## src/rtl/core/sgd_pkg.sv

```systemverilog
// Shared types, constants and helpers for the supersample Gaussian downsampler.
// Used by every module of the core and by its port checker; depends on nothing.
package sgd_pkg;

	localparam int SGD_MAX_PIXELS = 1024;
	localparam int SGD_MAX_LINES = 4096;

	localparam int SGD_PPL_W = 11;
	localparam logic [SGD_PPL_W-1:0] SGD_PPL_RESET = 11'd1024;

	localparam int SGD_ROW_TOP = 4 * SGD_MAX_LINES - 1;
	localparam int SGD_ROW_W = $clog2(SGD_ROW_TOP + 1);
	localparam int SGD_RTH_W = $clog2(SGD_ROW_TOP / 3 + 1);
	localparam int SGD_OUT_ROW_TOP = SGD_MAX_LINES - 1;

	localparam int SGD_LINES = 6;
	localparam int SGD_TAPS = 7;

	localparam logic [7:0] SGD_WEIGHT [SGD_TAPS] = '{8'd4, 8'd22, 8'd60, 8'd84, 8'd60, 8'd22, 8'd4};

	typedef logic [2:0][7:0] sgd_rgb_t;
	typedef logic [2:0][15:0] sgd_vsum_t;
	typedef logic [2:0][23:0] sgd_part_t;

	typedef struct packed {
		logic [7:0] red_in;
		logic [7:0] green_in;
		logic [7:0] blue_in;
		logic frame_start;
	} sgd_sample_t;

	typedef struct packed {
		logic [7:0] red_out;
		logic [7:0] green_out;
		logic [7:0] blue_out;
		logic [9:0] pixel_column;
		logic [11:0] pixel_row;
		logic row_end;
	} sgd_pixel_t;

	// Maps a tap position to the line bank that holds it, given the bank of the current row.
	function automatic logic [2:0] sgd_slot(input logic [2:0] base, input logic [2:0] k);
		logic [3:0] s;
		s = {1'b0, base} + {1'b0, k};
		return (s >= 4'd6) ? 3'(s - 4'd6) : 3'(s);
	endfunction

endpackage

```

## src/rtl/core/sgd_tap_cell.sv

```systemverilog
// One cell of the horizontal transposed filter chain.
// Depends on sgd_pkg; adds its weighted column sum to the partial sum from its neighbor.
module sgd_tap_cell
	import sgd_pkg::*;
#(
	parameter int WEIGHT = 4
) (
	input logic clk,
	input logic shift,
	input sgd_vsum_t x,
	input sgd_part_t part_in,
	output sgd_part_t part_q
);

	always_ff @(posedge clk) begin
		if (shift) begin
			for (int ch = 0; ch < 3; ch++) begin
				part_q[ch] <= part_in[ch] + 24'(x[ch]) * 24'(WEIGHT);
			end
		end
	end

endmodule

```

## config.mk

```make
export PLATFORM = sky130hd
export DESIGN_NAME = sgd_tap_cell
export DESIGN_NICKNAME = d
export VERILOG_FILES = /design/src/rtl/core/sgd_pkg.sv /design/src/rtl/core/sgd_tap_cell.sv
export SDC_FILE = /design/constraint.sdc
export NUM_CORES = 1
export LEC_CHECK = 0
export BUFFER_PORTS_ARGS = -buffer_cell sky130_fd_sc_hd__buf_2
export CAP_MARGIN = 40
export CORE_ASPECT_RATIO = 1.75
export CORE_MARGIN = 5
export CORE_UTILIZATION = 50
export DETAILED_ROUTE_END_ITERATION = 8
export GPL_ROUTABILITY_DRIVEN = 0
export GPL_TIMING_DRIVEN = 0
export PLACE_DENSITY = 0.9
export SLEW_MARGIN = 15
export SYNTH_ARGS = -nofsm -noshare
export SYNTH_HDL_FRONTEND = slang
export SYNTH_SLANG_ARGS = --single-unit
export TNS_END_PERCENT = 30
```

## constraint.sdc

```tcl
create_clock -name clk -period 3.39 [get_ports clk]
set_input_delay 0.678 -clock clk [delete_from_list [all_inputs] [get_ports clk]]
set_output_delay 0.678 -clock clk [all_outputs]
set_load 0.02 [all_outputs]
```

### Yosys cells after proc, flatten, opt, wreduce, memory -nomap -nowiden

Index checks and enable logic that the tools add are counted.
Widths: inputs -> output; s select.

* bits in registers: 72
* latch bits: 0
* memory bits (writable): 0
* ROM bits: 0
* output and inout bits: 72
* memories kept: 0

* add/sub/neg operators: 3
* multipliers: 0
* divide/modulo/power cells: 0
* magnitude comparators: 0
* equality and inequality tests: 0
* shift-type cells: 0
* mux-type cells: 0
* bitwise operators: 0
* reduce and logical (&&, ||, !) cells: 0

Operators by type and width (number)
* $add 24x18->24: 3

### Longest topological paths before layout

* word-level depth: 1
* gate-level depth with buffers: 9

### Least setup slack after synthesis

OpenSTA, ideal clock, no wires.

* path kind: input to register
* start point: input port x[0] in the netlist's numbering
* end point: register part_q[20] in the netlist's numbering (data pin)
* setup time: 0.158 ns
* arrival: 2.447 ns
* required time: 3.232 ns
* path slack: 0.785 ns
* cell stages on the path: 9
* path through: ha_1 -> inv_1 -> fa_1 -> nor2b_1 -> o31a_1 -> o31ai_2 -> o21a_1 -> or4_1 -> o211ai_1

* longest elaborated chain between the ends: 1

Ends and longest elaborated chain
* start: declaration: line sgd_tap_cell.sv:10 `input sgd_vsum_t x,`
* $add 24x18->24: line sgd_tap_cell.sv:18 `part_q[ch] <= part_in[ch] + 24'(x[ch]) * 24'(WEIGHT);`
* end signal: indexed assignment: line sgd_tap_cell.sv:18
* end: declaration: line sgd_tap_cell.sv:12 `output sgd_part_t part_q`

Every way passes these cells.
A chain may end at the register's enable or synchronous reset.

### Worst setup path after layout

* start point: input port x[4] in the netlist's numbering
* end point: register part_q[23] in the netlist's numbering (data pin)

The elaborated chain is that of the path after synthesis.

==> metrics.txt <==
# TYPE chip_impl_metric gauge
chip_impl_info{name="status",value="finished, final reports clean"} 1
chip_impl_info{name="synth.most_common_cell",value="sky130_fd_sc_hd__edfxtp_1"} 1
chip_impl_metric{name="synth-async-reset-ratio",unit=""} 0
chip_impl_info{name="largest_registers_in_the_final_layout",value="part_q (72)"} 1
chip_impl_info{name="critPathKind",value="input port to flip-flop"} 1
chip_impl_metric{name="power_leakage",unit="nW"} 2.95
chip_impl_metric{name="mappedNetlistArea",unit="µm²"} 5070
chip_impl_metric{name="floorplan.initialDensity",unit=""} 0.511
chip_impl_metric{name="route.detailed.drc",unit=""} 0
chip_impl_metric{name="postSynthNetCount",unit=""} 653
chip_impl_metric{name="fin_nets",unit=""} 857
chip_impl_metric{name="synth-warning-count",unit=""} 0
chip_impl_info{name="synth.area.top_cells",value="sky130_fd_sc_hd__edfxtp_1 (43%), sky130_fd_sc_hd__ha_1 (12%), sky130_fd_sc_hd__xnor2_1 (5.0%)"} 1
chip_impl_metric{name="totalWireLength",unit="mm"} 14.1
chip_impl_metric{name="cts_hold_buffers",unit=""} 0
chip_impl_metric{name="cts-buffers-inserted",unit=""} 9
chip_impl_metric{name="max-slew-margin-rel",unit=""} 0.609
chip_impl_metric{name="detail_route.wl_per_cell",unit="µm"} 17.3
chip_impl_metric{name="port-buffer-count",unit=""} 192
chip_impl_metric{name="die_h",unit="µm"} 143
chip_impl_metric{name="grt_antenna_before_repair",unit=""} 1
chip_impl_metric{name="yosysSeqAreaShare",unit=""} 0.427
chip_impl_metric{name="fp.dieW",unit="µm"} 86.1
chip_impl_metric{name="power.density",unit="nW/µm²"} 468
chip_impl_metric{name="tns",unit="ns"} 0
chip_impl_metric{name="first_pass_grt_wire_length",unit="mm"} 21.9
chip_impl_info{name="ctsRootBufferMaster",value="sky130_fd_sc_hd__clkbuf_16"} 1
chip_impl_info{name="leading_register_cell_type_out_of_synthesis",value="sky130_fd_sc_hd__edfxtp_1"} 1
chip_impl_info{name="hp-class",value="input port to flip-flop"} 1
chip_impl_metric{name="hold_viol_final",unit=""} 0
chip_impl_metric{name="detail_route.iter0.violations",unit=""} 257
chip_impl_metric{name="placementRows",unit=""} 48
chip_impl_info{name="timing.critical_path.to_type",value="flip-flop"} 1
chip_impl_metric{name="globalRoute.totalOverflow",unit=""} 0
chip_impl_metric{name="netlist_cell_types",unit=""} 62
chip_impl_info{name="ys_top_cells_by_count",value="sky130_fd_sc_hd__edfxtp_1 (72), sky130_fd_sc_hd__ha_1 (48), sky130_fd_sc_hd__a21oi_1 (40)"} 1
chip_impl_metric{name="setup_viol_count_final",unit=""} 0
chip_impl_metric{name="ratio_of_cells_with_drive_above_1_in_the_final_layout",unit=""} 0.322
chip_impl_metric{name="clk_pin_slew",unit="ns"} 0.06
chip_impl_metric{name="grt_pass1_vias",unit=""} 4887
chip_impl_metric{name="grt_start_max_net_pins",unit=""} 46
chip_impl_metric{name="groute.usage.overall",unit=""} 0.224
chip_impl_info{name="synth_largest_area_cell",value="sky130_fd_sc_hd__edfxtp_1"} 1
chip_impl_metric{name="clock_tree.htree_level_count",unit=""} 3
chip_impl_metric{name="ctsResizeCount",unit=""} 0
chip_impl_metric{name="ant_nets",unit=""} 0
chip_impl_info{name="element_type_at_the_critical_path_start",value="input port"} 1
chip_impl_metric{name="post_detailed_placement_half_perimeter_wirelength",unit="mm"} 11.4
chip_impl_metric{name="flow.area_growth_from_synthesis",unit="%"} 28.3
chip_impl_metric{name="clock_tree.buffer_depth",unit=""} 2
chip_impl_metric{name="number_of_flip_flops_in_the_largest_register",unit=""} 72
chip_impl_metric{name="placed_cells_incl_taps",unit=""} 798
chip_impl_metric{name="synth_largest_type_area_fraction",unit=""} 0.427
chip_impl_metric{name="min_period",unit="ns"} 2.66
chip_impl_metric{name="via_count",unit=""} 4736
chip_impl_metric{name="worstPathRequired",unit="ns"} 3.47
chip_impl_info{name="registers.top_by_ff_count",value="part_q"} 1
chip_impl_info{name="tritoncts",value="built"} 1
chip_impl_metric{name="synth_edf_count",unit=""} 72
chip_impl_metric{name="period_share",unit=""} 0.784
chip_impl_metric{name="cts.sink_count",unit=""} 72
chip_impl_metric{name="floorplan.die_area",unit="µm²"} 12300
chip_impl_metric{name="syn_avg_cell_area",unit="µm²"} 10.6
chip_impl_metric{name="routed_via_density",unit=""} 5.81
chip_impl_metric{name="boundary_pins",unit=""} 194
chip_impl_metric{name="timing_max_transition_violations_final",unit=""} 0
chip_impl_metric{name="critPathMaxFanout",unit=""} 6
chip_impl_metric{name="detailedRoute.firstPassIterationCount",unit=""} 5
chip_impl_metric{name="max_cap_viol_count",unit=""} 0
chip_impl_metric{name="vdd_ir_drop_max",unit="V"} 0.000267
chip_impl_info{name="worst_setup_path_startpoint",value="x[4]"} 1
chip_impl_info{name="rsz0062_at_grt",value="no"} 1
chip_impl_metric{name="critPathArrivalTime",unit="ns"} 2.74
chip_impl_metric{name="timing_worst_slew_pin_value",unit="ns"} 0.579
chip_impl_metric{name="yosys_register_bits",unit=""} 72
chip_impl_metric{name="placeableCoreArea",unit="µm²"} 9910
chip_impl_info{name="crit_end",value="part_q[23]"} 1
chip_impl_metric{name="synthCells",unit=""} 480
chip_impl_metric{name="max_freq",unit="MHz"} 376
chip_impl_metric{name="fin_cells",unit=""} 815
chip_impl_metric{name="cts_setup_buffers",unit=""} 0
==> placed cells by master (no fill, tap or decap), types with 3 or more instances in the layout <==
cell type	netlist	routed
sky130_fd_sc_hd__inv_1	25	25
sky130_fd_sc_hd__nor2b_1	6	6
sky130_fd_sc_hd__a211oi_1	8	8
sky130_fd_sc_hd__and2_1	3	3
sky130_fd_sc_hd__o21bai_1	8	8
sky130_fd_sc_hd__a221oi_1	3	3
sky130_fd_sc_hd__fa_1	3	3
sky130_fd_sc_hd__o211ai_1	5	5
sky130_fd_sc_hd__buf_2	1	192
sky130_fd_sc_hd__a21o_1	15	15
sky130_fd_sc_hd__o31a_1	4	4
sky130_fd_sc_hd__nor3_1	6	6
sky130_fd_sc_hd__a21boi_0	8	8
sky130_fd_sc_hd__nand3_1	11	11
sky130_fd_sc_hd__o2111ai_1	5	5
sky130_fd_sc_hd__nor2_1	34	34
sky130_fd_sc_hd__o21a_1	12	12
sky130_fd_sc_hd__a21oi_1	40	40
sky130_fd_sc_hd__o21ai_0	30	30
sky130_fd_sc_hd__clkbuf_1	2	3
sky130_fd_sc_hd__clkbuf_16	0	9
sky130_fd_sc_hd__nor4_1	3	3
sky130_fd_sc_hd__xnor2_1	29	29
sky130_fd_sc_hd__o31ai_1	5	5
sky130_fd_sc_hd__nand2b_1	5	5
sky130_fd_sc_hd__xor2_1	15	15
sky130_fd_sc_hd__ha_1	48	48
sky130_fd_sc_hd__and3_1	5	5
sky130_fd_sc_hd__a211o_1	3	3
sky130_fd_sc_hd__edfxtp_1	72	72
sky130_fd_sc_hd__nand2_1	26	26
==> layer usage <==
metal	up-vias	wire length, µm	track usage	share of wire
met5	-	0	0	0
met4	0	644	0.128	0.046
met3	43	950	0.0462	0.067
met2	216	7990	0.442	0.57
met1	2233	4550	0.203	0.32
li1	2244	-	-	-
==> how the worst min path moves through the flow <==
| stage | end | start | cells after the start | slack, ns |
|---|---|---|---|---|
| 4_1_cts | part_q[0] | part_in[0] | 1 | 0.51 |
| 6_report | part_q[24] | part_in[24] | 1 | 0.52 |
| 3_5_place_dp | part_q[1] | part_in[1] | 1 | 0.86 |
| 3_3_place_gp | part_q[0] | part_in[0] | 1 | 0.86 |
| 2_1_floorplan | part_q[0] | part_in[0] | 0 | 0.78 |
| 5_1_grt | part_q[24] | part_in[24] | 1 | 0.52 |
==> through the flow <==
| step | worst slack (ns) | total power [mW] | instance area [µm²] | hold slack [ns] | util |
|---|---|---|---|---|---|
| 2_1_floorplan | 0.785 | 1.79 | 5070 | 0.777 | - |
| 3_3_place_gp | 0.510 | 2.07 | 6180 | 0.855 | 0.624 |
| 3_5_place_dp | 0.398 | 2.11 | 6210 | 0.857 | 0.626 |
| 4_1_cts | 0.752 | 3.04 | 6490 | 0.512 | 0.655 |
| 5_1_grt | 0.614 | 3.17 | 6500 | 0.518 | 0.656 |
| 6_report | 0.732 | 3.04 | 6500 | 0.519 | 0.656 |
==> final cells by class <==
cell class	count	area, µm²
clock inverters	6	60.1
repair buffers	193	983
fillers	773	3410
flip-flops and latches	72	2160
multi-input cells	378	2780
clock buffers	10	229
well taps	125	156
diodes	1	2.50
inverters	25	93.8
plain buffers	5	28.8
==> critical path, stage by stage <==
cell                        delay (ns)
sky130_fd_sc_hd__buf_2            0.10
sky130_fd_sc_hd__ha_1             0.38
sky130_fd_sc_hd__nand3_1          0.09
sky130_fd_sc_hd__o21ai_0          0.30
sky130_fd_sc_hd__o21ai_0          0.29
sky130_fd_sc_hd__o31ai_1          0.50
sky130_fd_sc_hd__o2111ai_1        0.23
sky130_fd_sc_hd__xnor2_1          0.16
==> cell families (layout without fill, tap and decap cells) <==
kind of cell / count (synthesis) / in the layout / synth area share
AOI/OAI and AO/OA: 166 / 166 / 0.224
other: 0 / 1 / 0
muxes: 2 / 2 / 0.00420
adders and majority gates: 51 / 51 / 0.130
buffers and inverters: 30 / 239 / 0.0242
xor gates and xnor gates: 44 / 44 / 0.0761
and+or+nand+nor: 115 / 115 / 0.115
DFF: 72 / 72 / 0.427
==> power breakdown <==
| part | switching, mW | internal [mW] |
|---|---|---|
| clock | 0.368 | 0.566 |
| sequential | 0.0303 | 1.14 |
| combinational | 0.567 | 0.366 |
No activity file was read; power rests on OpenSTA's default activity.
